==> src/design/ttfs_pkg.sv <==
package ttfs_pkg;

    localparam int W_VAL  = 24;
    localparam int W_STEP = 16;
    localparam int W_POS  = 40;
    localparam int W_TGT  = 32;

    // Axis codes, shared by the sequencer and the target unit.
    localparam logic [1:0] AXIS_X = 2'd0;
    localparam logic [1:0] AXIS_Y = 2'd1;
    localparam logic [1:0] AXIS_Z = 2'd2;

    // Command opcodes.
    localparam logic [1:0] OP_REL_TILT  = 2'd0;
    localparam logic [1:0] OP_ABS_TILT  = 2'd1;
    localparam logic [1:0] OP_REL_FOCUS = 2'd2;
    localparam logic [1:0] OP_ABS_FOCUS = 2'd3;

    // Register indexes on the configuration port.
    localparam logic [2:0] REG_FWD_X  = 3'd0;
    localparam logic [2:0] REG_FWD_Y  = 3'd1;
    localparam logic [2:0] REG_FWD_Z  = 3'd2;
    localparam logic [2:0] REG_BACK_X = 3'd3;
    localparam logic [2:0] REG_BACK_Y = 3'd4;
    localparam logic [2:0] REG_BACK_Z = 3'd5;

    localparam logic [15:0] RST_FWD_X  = 16'd5960;
    localparam logic [15:0] RST_FWD_Y  = 16'd5970;
    localparam logic [15:0] RST_FWD_Z  = 16'd6661;
    localparam logic [15:0] RST_BACK_X = 16'd5146;
    localparam logic [15:0] RST_BACK_Y = 16'd5105;
    localparam logic [15:0] RST_BACK_Z = 16'd5745;

    // Mapping constants, Q0.16.
    localparam logic [15:0] K_TWO_THIRDS = 16'd43691;
    localparam logic [15:0] K_ONE_THIRD  = 16'd21845;
    localparam logic [15:0] K_TAN30      = 16'd37837;

    localparam logic signed [23:0] V24_MAX = 24'sh7FFFFF;
    localparam logic signed [23:0] V24_MIN = 24'sh800000;
    localparam logic signed [39:0] P40_MAX = 40'sh7FFFFFFFFF;
    localparam logic signed [39:0] P40_MIN = 40'sh8000000000;

    typedef struct packed {
        logic [2:0][15:0] fwd;
        logic [2:0][15:0] back;
    } t_step_cfg;

    typedef struct packed {
        logic       start;
        logic [1:0] axis;
    } t_mac_req;

    typedef struct packed {
        logic               done;
        logic signed [31:0] target;
    } t_mac_res;

    typedef struct packed {
        logic               done;
        logic signed [23:0] steps;
        logic [15:0]        size;
    } t_div_res;

endpackage

==> src/design/tip_tilt_focus_stepper.sv <==
// Tip, tilt and focus stepper for a three-actuator mount.
//
// Commands arrive on the input channel (i_in_valid / o_in_ready) as an opcode
// with one or two Q15.8 values; each command yields exactly one result beat of
// three signed step counts on the output channel (o_out_valid / i_out_ready).
// The user must set step sizes via the APB port only while idle; it is unchecked.
//
// One command is processed at a time. The three actuators are handled in turn
// by one shared datapath: a constant multiplier forms the target, and a
// restoring divider forms the step count, one bit per cycle. The result beat
// appears once all three actuators are done, and the block is ready for the
// next command in the same cycle as that beat appears.
//
// The result sits in an output register; a new command is taken while it waits.
// If the receiver still stalls when the next result is ready, the block holds
// in its output state and accepts nothing further until the old beat is taken.
// Reset returns the step sizes to their defaults and clears the angles, focus
// and tracked positions; no results are pending afterwards.
module tip_tilt_focus_stepper (
    input  logic               i_clk,
    input  logic               i_rst_n,
    input  logic               i_in_valid,
    output logic               o_in_ready,
    input  logic [1:0]         i_opcode,
    input  logic signed [23:0] i_value_a,
    input  logic signed [23:0] i_value_b,
    output logic               o_out_valid,
    input  logic               i_out_ready,
    output logic signed [23:0] o_steps_x,
    output logic signed [23:0] o_steps_y,
    output logic signed [23:0] o_steps_z,
    input  logic               psel,
    input  logic               penable,
    input  logic               pwrite,
    input  logic [4:0]         paddr,
    input  logic [31:0]        pwdata,
    output logic [31:0]        prdata,
    output logic               pready
);

    localparam logic [2:0] S_IDLE     = 3'd0;
    localparam logic [2:0] S_MAC_GO   = 3'd1;
    localparam logic [2:0] S_MAC_WAIT = 3'd2;
    localparam logic [2:0] S_DIV_GO   = 3'd3;
    localparam logic [2:0] S_DIV_WAIT = 3'd4;
    localparam logic [2:0] S_MUL      = 3'd5;
    localparam logic [2:0] S_POS      = 3'd6;
    localparam logic [2:0] S_OUT      = 3'd7;

    ttfs_pkg::t_step_cfg w_cfg;
    ttfs_pkg::t_mac_req  w_mac_req;
    ttfs_pkg::t_mac_res  w_mac_res;
    ttfs_pkg::t_div_res  w_div_res;

    logic [2:0]                r_state;
    logic [1:0]                r_axis;
    logic signed [23:0]        r_alpha;
    logic signed [23:0]        r_beta;
    logic signed [23:0]        r_focus;
    logic signed [2:0][39:0]   r_pos;
    logic signed [2:0][23:0]   r_steps;
    logic signed [23:0]        r_cur_steps;
    logic [15:0]               r_cur_size;
    logic signed [39:0]        r_prod;
    logic                      r_out_valid;
    logic signed [23:0]        r_out_x;
    logic signed [23:0]        r_out_y;
    logic signed [23:0]        r_out_z;

    logic                      w_accept;
    logic                      w_load_out;
    logic signed [39:0]        w_cur_pos;
    logic signed [40:0]        w_prod;
    logic signed [40:0]        w_pos_sum;
    logic signed [39:0]        w_pos_nx;
    logic signed [23:0]        w_alpha_nx;
    logic signed [23:0]        w_beta_nx;
    logic signed [23:0]        w_focus_nx;

    function automatic logic signed [23:0] sat_add24(input logic signed [23:0] acc,
                                                     input logic signed [23:0] delta);
        logic signed [24:0] sum;
        sum = {acc[23], acc} + {delta[23], delta};
        if (sum[24] != sum[23]) begin
            sat_add24 = sum[24] ? ttfs_pkg::V24_MIN : ttfs_pkg::V24_MAX;
        end else begin
            sat_add24 = sum[23:0];
        end
    endfunction

    ttfs_regs u_regs (
        .i_clk   (i_clk),
        .i_rst_n (i_rst_n),
        .psel    (psel),
        .penable (penable),
        .pwrite  (pwrite),
        .paddr   (paddr),
        .pwdata  (pwdata),
        .prdata  (prdata),
        .pready  (pready),
        .o_cfg   (w_cfg)
    );

    assign w_mac_req.start = (r_state == S_MAC_GO);
    assign w_mac_req.axis  = r_axis;

    ttfs_mac u_mac (
        .i_clk   (i_clk),
        .i_rst_n (i_rst_n),
        .i_req   (w_mac_req),
        .i_alpha (r_alpha),
        .i_beta  (r_beta),
        .i_focus (r_focus),
        .o_res   (w_mac_res)
    );

    assign w_cur_pos = r_pos[r_axis];

    ttfs_div u_div (
        .i_clk    (i_clk),
        .i_rst_n  (i_rst_n),
        .i_start  (r_state == S_DIV_GO),
        .i_target (w_mac_res.target),
        .i_pos    (w_cur_pos),
        .i_fwd    (w_cfg.fwd[r_axis]),
        .i_back   (w_cfg.back[r_axis]),
        .o_res    (w_div_res)
    );

    assign w_accept   = i_in_valid && o_in_ready;
    assign w_load_out = (r_state == S_OUT) && (!r_out_valid || i_out_ready);

    always_comb begin
        w_alpha_nx = r_alpha;
        w_beta_nx  = r_beta;
        w_focus_nx = r_focus;
        unique case (i_opcode)
            ttfs_pkg::OP_REL_TILT: begin
                w_alpha_nx = sat_add24(r_alpha, i_value_a);
                w_beta_nx  = sat_add24(r_beta, i_value_b);
            end
            ttfs_pkg::OP_ABS_TILT: begin
                w_alpha_nx = i_value_a;
                w_beta_nx  = i_value_b;
            end
            ttfs_pkg::OP_REL_FOCUS: w_focus_nx = sat_add24(r_focus, i_value_a);
            ttfs_pkg::OP_ABS_FOCUS: w_focus_nx = i_value_a;
        endcase
    end

    assign w_prod    = r_cur_steps * $signed({1'b0, r_cur_size});
    assign w_pos_sum = {w_cur_pos[39], w_cur_pos} + {r_prod[39], r_prod};
    assign w_pos_nx  = (w_pos_sum[40] != w_pos_sum[39])
                     ? (w_pos_sum[40] ? ttfs_pkg::P40_MIN : ttfs_pkg::P40_MAX)
                     : w_pos_sum[39:0];

    always_ff @(posedge i_clk) begin
        if (!i_rst_n) begin
            r_state     <= S_IDLE;
            r_axis      <= ttfs_pkg::AXIS_X;
            r_alpha     <= 24'sd0;
            r_beta      <= 24'sd0;
            r_focus     <= 24'sd0;
            r_pos       <= '0;
            r_out_valid <= 1'b0;
        end else begin
            if (w_load_out) begin
                r_out_valid <= 1'b1;
            end else if (r_out_valid && i_out_ready) begin
                r_out_valid <= 1'b0;
            end
            unique case (r_state)
                S_IDLE: begin
                    if (w_accept) begin
                        r_alpha <= w_alpha_nx;
                        r_beta  <= w_beta_nx;
                        r_focus <= w_focus_nx;
                        r_axis  <= ttfs_pkg::AXIS_X;
                        r_state <= S_MAC_GO;
                    end
                end
                S_MAC_GO: r_state <= S_MAC_WAIT;
                S_MAC_WAIT: begin
                    if (w_mac_res.done) begin
                        r_state <= S_DIV_GO;
                    end
                end
                S_DIV_GO: r_state <= S_DIV_WAIT;
                S_DIV_WAIT: begin
                    if (w_div_res.done) begin
                        r_steps[r_axis] <= w_div_res.steps;
                        r_cur_steps     <= w_div_res.steps;
                        r_cur_size      <= w_div_res.size;
                        r_state         <= S_MUL;
                    end
                end
                S_MUL: begin
                    r_prod  <= w_prod[39:0];
                    r_state <= S_POS;
                end
                S_POS: begin
                    r_pos[r_axis] <= w_pos_nx;
                    if (r_axis == ttfs_pkg::AXIS_Z) begin
                        r_state <= S_OUT;
                    end else begin
                        r_axis  <= r_axis + 2'd1;
                        r_state <= S_MAC_GO;
                    end
                end
                S_OUT: begin
                    if (w_load_out) begin
                        r_out_x     <= r_steps[0];
                        r_out_y     <= r_steps[1];
                        r_out_z     <= r_steps[2];
                        r_state     <= S_IDLE;
                    end
                end
            endcase
        end
    end

    assign o_in_ready  = (r_state == S_IDLE);
    assign o_out_valid = r_out_valid;
    assign o_steps_x   = r_out_x;
    assign o_steps_y   = r_out_y;
    assign o_steps_z   = r_out_z;

    a_mac_done_waited: assert property (@(posedge i_clk) disable iff (!i_rst_n)
        w_mac_res.done |-> r_state == S_MAC_WAIT)
        else $error("target unit finished outside its wait state");

    a_div_done_waited: assert property (@(posedge i_clk) disable iff (!i_rst_n)
        w_div_res.done |-> r_state == S_DIV_WAIT)
        else $error("divider finished outside its wait state");

    a_accept_starts_x: assert property (@(posedge i_clk) disable iff (!i_rst_n)
        w_accept |=> (r_state == S_MAC_GO) && (r_axis == ttfs_pkg::AXIS_X))
        else $error("accepted command did not start on actuator one");

    a_axis_in_range: assert property (@(posedge i_clk) disable iff (!i_rst_n)
        (r_state != S_IDLE) |-> (r_axis <= ttfs_pkg::AXIS_Z))
        else $error("actuator index out of range");

    a_result_loaded: assert property (@(posedge i_clk) disable iff (!i_rst_n)
        w_load_out |=> o_out_valid && (r_state == S_IDLE))
        else $error("finished result was not presented");

endmodule

==> src/design/ttfs_regs.sv <==
module ttfs_regs (
    input  logic                 i_clk,
    input  logic                 i_rst_n,
    input  logic                 psel,
    input  logic                 penable,
    input  logic                 pwrite,
    input  logic [4:0]           paddr,
    input  logic [31:0]          pwdata,
    output logic [31:0]          prdata,
    output logic                 pready,
    output ttfs_pkg::t_step_cfg  o_cfg
);

    logic [2:0][15:0] r_fwd;
    logic [2:0][15:0] r_back;
    logic [2:0]       w_index;
    logic [15:0]      w_rdata;

    assign w_index = paddr[4:2];
    assign pready  = 1'b1;

    always_ff @(posedge i_clk) begin
        if (!i_rst_n) begin
            r_fwd[0]  <= ttfs_pkg::RST_FWD_X;
            r_fwd[1]  <= ttfs_pkg::RST_FWD_Y;
            r_fwd[2]  <= ttfs_pkg::RST_FWD_Z;
            r_back[0] <= ttfs_pkg::RST_BACK_X;
            r_back[1] <= ttfs_pkg::RST_BACK_Y;
            r_back[2] <= ttfs_pkg::RST_BACK_Z;
        end else if (psel && penable && pwrite) begin
            unique case (w_index)
                ttfs_pkg::REG_FWD_X:  r_fwd[0]  <= pwdata[15:0];
                ttfs_pkg::REG_FWD_Y:  r_fwd[1]  <= pwdata[15:0];
                ttfs_pkg::REG_FWD_Z:  r_fwd[2]  <= pwdata[15:0];
                ttfs_pkg::REG_BACK_X: r_back[0] <= pwdata[15:0];
                ttfs_pkg::REG_BACK_Y: r_back[1] <= pwdata[15:0];
                ttfs_pkg::REG_BACK_Z: r_back[2] <= pwdata[15:0];
                default: ;
            endcase
        end
    end

    always_comb begin
        unique case (w_index)
            ttfs_pkg::REG_FWD_X:  w_rdata = r_fwd[0];
            ttfs_pkg::REG_FWD_Y:  w_rdata = r_fwd[1];
            ttfs_pkg::REG_FWD_Z:  w_rdata = r_fwd[2];
            ttfs_pkg::REG_BACK_X: w_rdata = r_back[0];
            ttfs_pkg::REG_BACK_Y: w_rdata = r_back[1];
            ttfs_pkg::REG_BACK_Z: w_rdata = r_back[2];
            default:              w_rdata = 16'd0;
        endcase
    end

    assign prdata     = {16'd0, w_rdata};
    assign o_cfg.fwd  = r_fwd;
    assign o_cfg.back = r_back;

endmodule

==> src/design/ttfs_mac.sv <==
module ttfs_mac (
    input  logic                i_clk,
    input  logic                i_rst_n,
    input  ttfs_pkg::t_mac_req  i_req,
    input  logic signed [23:0]  i_alpha,
    input  logic signed [23:0]  i_beta,
    input  logic signed [23:0]  i_focus,
    output ttfs_pkg::t_mac_res  o_res
);

    localparam logic [2:0] M_IDLE = 3'd0;
    localparam logic [2:0] M_MUL  = 3'd1;
    localparam logic [2:0] M_FOC  = 3'd2;
    localparam logic [2:0] M_SCL  = 3'd3;
    localparam logic [2:0] M_RND  = 3'd4;
    localparam logic [2:0] M_DONE = 3'd5;

    localparam logic signed [47:0] RND_POS = 48'sd32768;
    localparam logic signed [47:0] RND_NEG = 48'sd32767;

    logic [2:0]         r_state;
    logic [3:0]         r_cnt;
    logic [15:0]        r_ka;
    logic [15:0]        r_kb;
    logic signed [24:0] r_op_a;
    logic signed [24:0] r_op_b;
    logic signed [23:0] r_focus;
    logic signed [47:0] r_acc;
    logic signed [31:0] r_target;

    logic signed [24:0] w_a25;
    logic signed [24:0] w_b25;
    logic signed [47:0] w_term_a;
    logic signed [47:0] w_term_b;
    logic signed [47:0] w_round;

    assign w_a25    = {i_alpha[23], i_alpha};
    assign w_b25    = {i_beta[23], i_beta};
    assign w_term_a = r_ka[15] ? {{23{r_op_a[24]}}, r_op_a} : 48'sd0;
    assign w_term_b = r_kb[15] ? {{23{r_op_b[24]}}, r_op_b} : 48'sd0;
    // Half away from zero: negative values take one less before the floor shift.
    assign w_round  = r_acc + (r_acc[47] ? RND_NEG : RND_POS);

    always_ff @(posedge i_clk) begin
        if (!i_rst_n) begin
            r_state <= M_IDLE;
        end else begin
            unique case (r_state)
                M_IDLE: begin
                    if (i_req.start) begin
                        r_state <= M_MUL;
                        r_cnt   <= 4'd15;
                        r_acc   <= 48'sd0;
                        r_focus <= i_focus;
                        if (i_req.axis == ttfs_pkg::AXIS_X) begin
                            r_ka   <= ttfs_pkg::K_TWO_THIRDS;
                            r_kb   <= 16'd0;
                            r_op_a <= w_a25;
                        end else begin
                            r_ka   <= ttfs_pkg::K_ONE_THIRD;
                            r_kb   <= ttfs_pkg::K_TAN30;
                            r_op_a <= 25'sd0 - w_a25;
                        end
                        r_op_b <= (i_req.axis == ttfs_pkg::AXIS_Z) ? 25'sd0 - w_b25 : w_b25;
                    end
                end
                M_MUL: begin
                    // One constant bit a cycle, most significant first.
                    r_acc <= {r_acc[46:0], 1'b0} + w_term_a + w_term_b;
                    r_ka  <= {r_ka[14:0], 1'b0};
                    r_kb  <= {r_kb[14:0], 1'b0};
                    r_cnt <= r_cnt - 4'd1;
                    if (r_cnt == 4'd0) begin
                        r_state <= M_FOC;
                    end
                end
                M_FOC: begin
                    r_acc   <= r_acc + {{8{r_focus[23]}}, r_focus, 16'd0};
                    r_state <= M_SCL;
                end
                M_SCL: begin
                    r_acc   <= {r_acc[43:0], 4'd0} + {r_acc[45:0], 2'd0};
                    r_state <= M_RND;
                end
                M_RND: begin
                    r_target <= w_round[47:16];
                    r_state  <= M_DONE;
                end
                M_DONE: begin
                    r_state <= M_IDLE;
                end
                default: begin
                    r_state <= M_IDLE;
                end
            endcase
        end
    end

    assign o_res.done   = (r_state == M_DONE);
    assign o_res.target = r_target;

endmodule

==> src/design/ttfs_div.sv <==
module ttfs_div (
    input  logic                i_clk,
    input  logic                i_rst_n,
    input  logic                i_start,
    input  logic signed [31:0]  i_target,
    input  logic signed [39:0]  i_pos,
    input  logic [15:0]         i_fwd,
    input  logic [15:0]         i_back,
    output ttfs_pkg::t_div_res  o_res
);

    localparam int W_NUM = 42;

    localparam logic [2:0] D_IDLE = 3'd0;
    localparam logic [2:0] D_PREP = 3'd1;
    localparam logic [2:0] D_ITER = 3'd2;
    localparam logic [2:0] D_FIN  = 3'd3;
    localparam logic [2:0] D_DONE = 3'd4;

    localparam logic [5:0] LAST_BIT = 6'(W_NUM - 1);

    logic [2:0]          r_state;
    logic signed [40:0]  r_diff;
    logic                r_neg;
    logic [15:0]         r_size;
    logic [W_NUM-1:0]    r_num;
    logic [16:0]         r_rem;
    logic [23:0]         r_quo;
    logic                r_ovf;
    logic [5:0]          r_cnt;
    logic signed [23:0]  r_steps;

    logic signed [40:0]  w_diff;
    logic [15:0]         w_size;
    logic signed [42:0]  w_twice;
    logic signed [42:0]  w_sz43;
    logic signed [42:0]  w_num;
    logic [17:0]         w_rem_sh;
    logic [17:0]         w_dvs;
    logic                w_ge;
    logic [17:0]         w_rem_nx;
    logic                w_pos_big;
    logic                w_neg_big;

    assign w_diff = {{9{i_target[31]}}, i_target} - {i_pos[39], i_pos};
    always_comb begin
        w_size = w_diff[40] ? i_back : i_fwd;
        if (w_size == 16'd0) begin
            w_size = 16'd1;
        end
    end

    // Numerator of the rounded quotient: twice the magnitude plus the size.
    assign w_twice = {r_diff[40], r_diff, 1'b0};
    assign w_sz43  = {27'd0, r_size};
    assign w_num   = r_neg ? w_sz43 - w_twice : w_twice + w_sz43;

    assign w_rem_sh = {r_rem, r_num[W_NUM-1]};
    assign w_dvs    = {1'b0, r_size, 1'b0};
    assign w_ge     = (w_rem_sh >= w_dvs);
    assign w_rem_nx = w_ge ? w_rem_sh - w_dvs : w_rem_sh;

    assign w_pos_big = r_ovf | r_quo[23];
    assign w_neg_big = r_ovf | (r_quo[23] & (|r_quo[22:0]));

    always_ff @(posedge i_clk) begin
        if (!i_rst_n) begin
            r_state <= D_IDLE;
        end else begin
            unique case (r_state)
                D_IDLE: begin
                    if (i_start) begin
                        r_diff  <= w_diff;
                        r_neg   <= w_diff[40];
                        r_size  <= w_size;
                        r_state <= D_PREP;
                    end
                end
                D_PREP: begin
                    r_num   <= w_num[W_NUM-1:0];
                    r_rem   <= 17'd0;
                    r_quo   <= 24'd0;
                    r_ovf   <= 1'b0;
                    r_cnt   <= LAST_BIT;
                    r_state <= D_ITER;
                end
                D_ITER: begin
                    // Restoring division, one quotient bit a cycle; bits that
                    // leave the top of the quotient only mark saturation.
                    r_rem <= w_rem_nx[16:0];
                    r_num <= {r_num[W_NUM-2:0], 1'b0};
                    r_ovf <= r_ovf | r_quo[23];
                    r_quo <= {r_quo[22:0], w_ge};
                    r_cnt <= r_cnt - 6'd1;
                    if (r_cnt == 6'd0) begin
                        r_state <= D_FIN;
                    end
                end
                D_FIN: begin
                    if (r_neg) begin
                        r_steps <= w_neg_big ? ttfs_pkg::V24_MIN : 24'sd0 - $signed(r_quo);
                    end else begin
                        r_steps <= w_pos_big ? ttfs_pkg::V24_MAX : $signed(r_quo);
                    end
                    r_state <= D_DONE;
                end
                D_DONE: begin
                    r_state <= D_IDLE;
                end
                default: begin
                    r_state <= D_IDLE;
                end
            endcase
        end
    end

    assign o_res.done  = (r_state == D_DONE);
    assign o_res.steps = r_steps;
    assign o_res.size  = r_size;

endmodule
==> config.mk <==
export PLATFORM = sky130hd
export DESIGN_NAME = tip_tilt_focus_stepper
export DESIGN_NICKNAME = d
export VERILOG_FILES = /design/src/design/ttfs_pkg.sv /design/src/design/tip_tilt_focus_stepper.sv /design/src/design/ttfs_regs.sv /design/src/design/ttfs_mac.sv /design/src/design/ttfs_div.sv
export SDC_FILE = /design/constraint.sdc
export NUM_CORES = 2
export LEC_CHECK = 0
export CORE_ASPECT_RATIO = 1.4
export CORE_MARGIN = 3
export CORE_UTILIZATION = 50
export DETAILED_ROUTE_END_ITERATION = 8
export DONT_BUFFER_PORTS = 1
export SLEW_MARGIN = 20
export SYNTH_ARGS = -nofsm -noshare
export SYNTH_HDL_FRONTEND = slang
export SYNTH_HIERARCHICAL = 1
export SYNTH_SLANG_ARGS = --single-unit
==> constraint.sdc <==
create_clock -name i_clk -period 23.6 [get_ports i_clk]
set_input_delay 2.36 -clock i_clk [delete_from_list [all_inputs] [get_ports i_clk]]
set_output_delay 2.36 -clock i_clk [all_outputs]
set_load 0.01 [all_outputs]
# Word-level counts from Yosys, hierarchy flattened

Cells that the tools add are included.
Widths: inputs -> output; s select.

Multiplexer cells: 67
Add/subtract/negate cells: 19
Shift operators: 0
$mul: 1
Divide/modulo/power cells: 0
Magnitude comparators: 3
Bitwise gates (word level): 3
Equality and inequality tests: 38
Reductions and logical operators: 47

Operators by type and width:

| kind                  | number |
|---|---|
| $add 48x48->48        | 5 |
| $mux 24               | 10 |
| $pmux 24 s2           | 4 |
| $pmux 48 s4           | 1 |
| $mux 40               | 4 |
| $mux 48               | 3 |
| $mux 16               | 8 |
| $bwmux 120            | 1 |
| $pmux 16 s6           | 1 |
| $pmux 42 s2           | 1 |
| $bmux 40 s2           | 1 |
| $demux 40 s2          | 1 |
| $add 24x24->25        | 3 |
| $bwmux 72             | 1 |
| $bmux 16 s2           | 2 |
| $pmux 16 s2           | 2 |
| $mux 25               | 2 |
| $sub 1x24->25 const A | 2 |
| $demux 24 s2          | 1 |
| $add 42x17->42        | 1 |
| $mux 42               | 1 |
| $sub 17x42->42        | 1 |
| $add 40x40->41        | 1 |
| $sub 32x40->41        | 1 |
| 46 further kinds      | 120 |

Bits in read-only memories: 0
Flip-flop bits (word level): 886
Bits in writable memories: 0
Bits in latches: 0
Output and inout port bits: 107
Memories: 0

# Longest topological paths before layout

Word-level depth: 6
Gate-level depth with buffers: 25

# By module

The synthesis kept the hierarchy.

Modules (own cells, without submodules):

| module                 | times used | area an instance (um^2) | sequential area each (um^2) | cells each |
|---|---|---|---|---|
| tip_tilt_focus_stepper | 1          | 35763.0                 | 10690.3                     | 3789 |
| ttfs_mac               | 1          | 16510.8                 | 5765.5                      | 1740 |
| ttfs_div               | 1          | 12509.5                 | 5195.0                      | 1321 |
| ttfs_regs              | 1          | 4571.9                  | 1921.8                      | 480 |

# Least setup slack after synthesis

OpenSTA, ideal clock, no wires.

Path kind: input to register
Start: in i_rst_n
End: reg u_div.r_diff[0], enable pin
Path slack: 14561 ps
Arrival time: 8407 ps
Required time: 22967 ps
Cell stages on the path: 2
Path through: nand2b_1 nor4b_1

Cells in the longest elaborated chain, start to end: 1

Ends and longest elaborated chain:

| element                    | RTL line                     | RTL |
|---|---|---|
| start, declared            | tip_tilt_focus_stepper.sv:21 | `input logic i_rst_n,` |
| $reduce_and 3->1 (no line) | n/a                          |  |
| end signal, assigned       | ttfs_div.sv:73               | `r_diff <= w_diff;` |
| end, declared              | ttfs_div.sv:23               | `logic signed [40:0] r_diff;` |

No other way between the ends.
A chain may end at the register's enable or synchronous reset.

# Worst setup path after layout

Start: reg r_cur_size[3]
End: reg r_prod[38], data pin

Cells in the longest elaborated chain, start to end: 1

Ends and longest elaborated chain:

| element                | RTL line                      | RTL |
|---|---|---|
| start, declared        | tip_tilt_focus_stepper.sv:63  | `logic [15:0] r_cur_size;` |
| start signal, assigned | tip_tilt_focus_stepper.sv:193 | `r_cur_size <= w_div_res.size;` |
| $mul 24x17->40         | tip_tilt_focus_stepper.sv:151 | `assign w_prod = r_cur_steps * $signed({1'b0, r_cur_size});` |
| net w_prod[38]         | tip_tilt_focus_stepper.sv:73  | `logic signed [40:0] w_prod;` |
| end signal, assigned   | tip_tilt_focus_stepper.sv:198 | `r_prod <= w_prod[39:0];` |
| end, declared          | tip_tilt_focus_stepper.sv:64  | `logic signed [39:0] r_prod;` |

The timed path passes the listed nets, and every way through them passes these cells.

==> impl_results.md <==
* Finish-stage setup viols at 0
* Synth Register Bits at 885
* Clock share of power at 0.408
* Ports placed on the boundary at 201
* Worst Path Max Fanout at 24
* Hold_buf cts at 0
* Synth unique cells at 122
* DRT iter0 DRCs at 3287
* Pin count of the biggest net entering global routing at 199
* Layout cells sized above 1 at 0.0514
* Final period util at 0.310
* Core Region at 138000 um2
* Worst Slack Setup Final at 16.28 ns
* Worst vdd ir at 0.0520 mV
* Number of global-route vias before repair at 53600
* Pre-Repair DR Iteration Count at 5
* Die Width at 321 um
* Worst Tran Pin Value at 1.19 ns
* Drt via density at 5.84
* Sequential area share after synthesis at 0.340
* PD cells at 51.4 nW/um2
* Routed vias at 52700
* Final Skew at 0.0573 ns
* First-pass GRT wire length at 298 mm
* CTS tree: built
* Worst-case clock buffer depth at 3
* Clock Pin Slew Worst Setup and Hold Paths at 0.07 ns
* Final Net Count at 8112
* # fillers at 12600
* Crit start category: flop
* Switching Share at 0.272
* Post-synth EDFFs at 585
* Final Wtd Congestion at 0.929
* Relative slew slack at 0.206
* Crit Path Category: reg2reg
* Setup crit end kind: flop
* Post-CTS setup buffer count at 0
* Static Leak at 30.4 nW
* Min Tclk post-route at 7.32 ns
* WL/cell at 21.0 um
* Min-delay worst type: reg2reg
* Die ar. at 143000 um2
* Syn Inst Count at 7330
* Initial antenna violation count at 2
* H-tree levels at 3
* Worst-Skew Late Latency at 0.73 ns
* CTS root buf: clkbuf_16
* Post-route ant nets at 0
* Synth Cell Area at 69400 um2
* Main synth FF type: edfxtp_1
* Cell-internal power at 2.76 mW
* Row count at 161
* Fin. max-slew vios at 0
* IO Port Bufs at 0
* Worst path required time at 24.02 ns
* Flop pwr share at 0.450
* Max_cap viols at 0
* DRT Wirelength at 190 mm
* Reported net switching power at 1.03 mW
* Combinational share of power at 0.142
* Asr flop ratio synth at 0
* CTS resizes at 0
* Final HPWL DP at 144 mm
* DP Worst Slack at 16.28 ns
* Total CTS buffers at 92
* RSZ-0062 raised after global routing: no
* All-layer global routing usage at 0.263
* Setup TNS at 0 ns
* Chip Height at 447 um
* Highest clock rate at 137 MHz
* Clock sink count at 885
* # diodes at 0
* Reg2reg setup slack at 16.28 ns
* DR DRC count at 0
* Starting Density at 0.504
* Final Hold Fails at 0
* Area growth, synth to finish at 6.61%
* Critical path data arrival time at 7.74 ns
* Total of warnings raised by yosys at 6
* GRT overflow at 0
* Avg Inst Size Synth at 9.46 um2
* Status: finished, final reports clean
[stage by stage]
stage          instances   util  power (mW)  cell area, um2  hold WS, ns
2_1_floorplan       7345      -        2.15           69400        0.400
3_3_place_gp        8858  0.514        2.27           70700        0.402
3_5_place_dp        8858  0.514        2.28           70700        0.405
4_1_cts             9027  0.537        3.84           73900        0.406
5_1_grt             9030  0.537        3.95           73900        0.416
6_report            9030  0.537        3.80           73900        0.403
[worst max-delay path, cell delays in order, from the launching register on]
cell and delay (ns):
edfxtp_1 1.08, nand2_1 0.19, fa_1 0.57, fa_1 0.45
fa_1 0.52, inv_1 0.05, fa_1 0.48, fa_1 0.56
inv_1 0.07, fa_1 0.54, inv_1 0.09, ha_1 0.38
a211o_1 0.31, a21oi_1 0.23, a211oi_2 0.15, a21oi_1 0.26
o211ai_1 0.21, a2111oi_2 0.46, or3_1 0.22, a211o_1 0.12
nand3_1 0.07
[registers in the layout (all words and copies together) (netlist names), 17 cells and up]
register,count
r_pos,120
u_regs/o_cfg,96
r_steps,72
u_mac/r_acc,48
u_div/r_num,42
u_div/r_diff,41
r_prod,40
u_mac/r_target,32
u_mac/r_op_a,25
u_mac/r_op_b,25
o_steps_x,24
o_steps_y,24
o_steps_z,24
r_alpha,24
r_beta,24
r_cur_steps,24
r_focus,24
u_div/r_quo,24
u_div/r_steps,24
u_mac/r_focus,24
u_div/r_rem,17
[layout make-up]
cell class | instances | area [um2] | area share
clock buffers | 113 | 2500 | 0.0338
clock inverters | 56 | 741 | 0.0100
inverters | 743 | 2790 | 0.0377
multi-input cells | 5381 | 41600 | 0.563
flip-flops and latches | 885 | 23600 | 0.319
well taps | 1793 | 2240 | 0.0303
repair buffers | 59 | 465 | 0.00629
[Yosys cell counts, types with 93 or more instances]
cell type,count,area share
mux2i_1,174,0.025
nand3_1,117,0.0084
and2_1,212,0.019
edfxtp_1,585,0.25
nor3_1,93,0.0067
o21ai_0,478,0.034
ha_1,428,0.077
clkbuf_1,247,0.013
fa_1,428,0.12
dfxtp_1,300,0.087
o21a_1,97,0.010
nand2_1,800,0.043
xor2_1,171,0.022
a21o_1,165,0.018
xnor2_1,261,0.033
a21oi_1,459,0.033
nor2_1,390,0.021
inv_1,741,0.040
[final timing paths]
kind,startpoint,cells after the start,end
worst max-delay path,r_cur_size[3],20,r_prod[38]
worst min-delay path,r_steps[12],0,o_steps_x[12]
worst max register to register,r_cur_size[3],20,r_prod[38]
worst min register to register,r_steps[12],0,o_steps_x[12]
[cell usage in the layout (no fill, tap or decap), types with 33 or more instances in the layout]
cell and count:
dfxtp_1 298, nand3_1 117, and3_1 71, a21o_1 165, o211ai_1 51, nand2b_1 73
fa_1 428, and2_1 208, xnor2_1 261, xor2_1 171, nand4_1 50, a21oi_1 456
buf_4 56, a211oi_1 83, nand2_1 800, nor2b_1 60, o21a_1 97, nor3_1 92
a31oi_1 62, clkbuf_16 96, or3_1 33, o21ai_0 478, o21bai_1 41, inv_1 740
ha_1 428, mux2i_1 174, edfxtp_1 585, a22oi_1 35, nor2_1 382, mux2_2 43
[power by group through the flow]
stage               logic (mW)  registers, mW  clock network (mW)
floorplan                0.425           1.73                   0
global placement         0.529           1.74                   0
CTS                      0.536           1.71                1.59
finish                   0.538           1.71                1.55
global route             0.598           1.71                1.64
detailed placement       0.533           1.74                   0
[metal layers]
metal / part of all wire / GRT usage / up-vias
li1: - / - / 25200
met3: 0.037 / 0.0252 / 429
met1: 0.38 / 0.291 / 25700
met4: 0.057 / 0.137 / 0
met2: 0.53 / 0.498 / 1383
met5: 0 / 0 / -
[cells by family after synthesis]
family,Yosys count,share of synthesized area
simple gates,2053,0.143
other cells,2,0.000108
mux,219,0.0326
compound gates,1801,0.167
xor+xnor,432,0.0546
fa+ha+maj,859,0.201
buf+inv,1079,0.0621
flops,885,0.340
No activity file was read; power rests on OpenSTA's default activity.
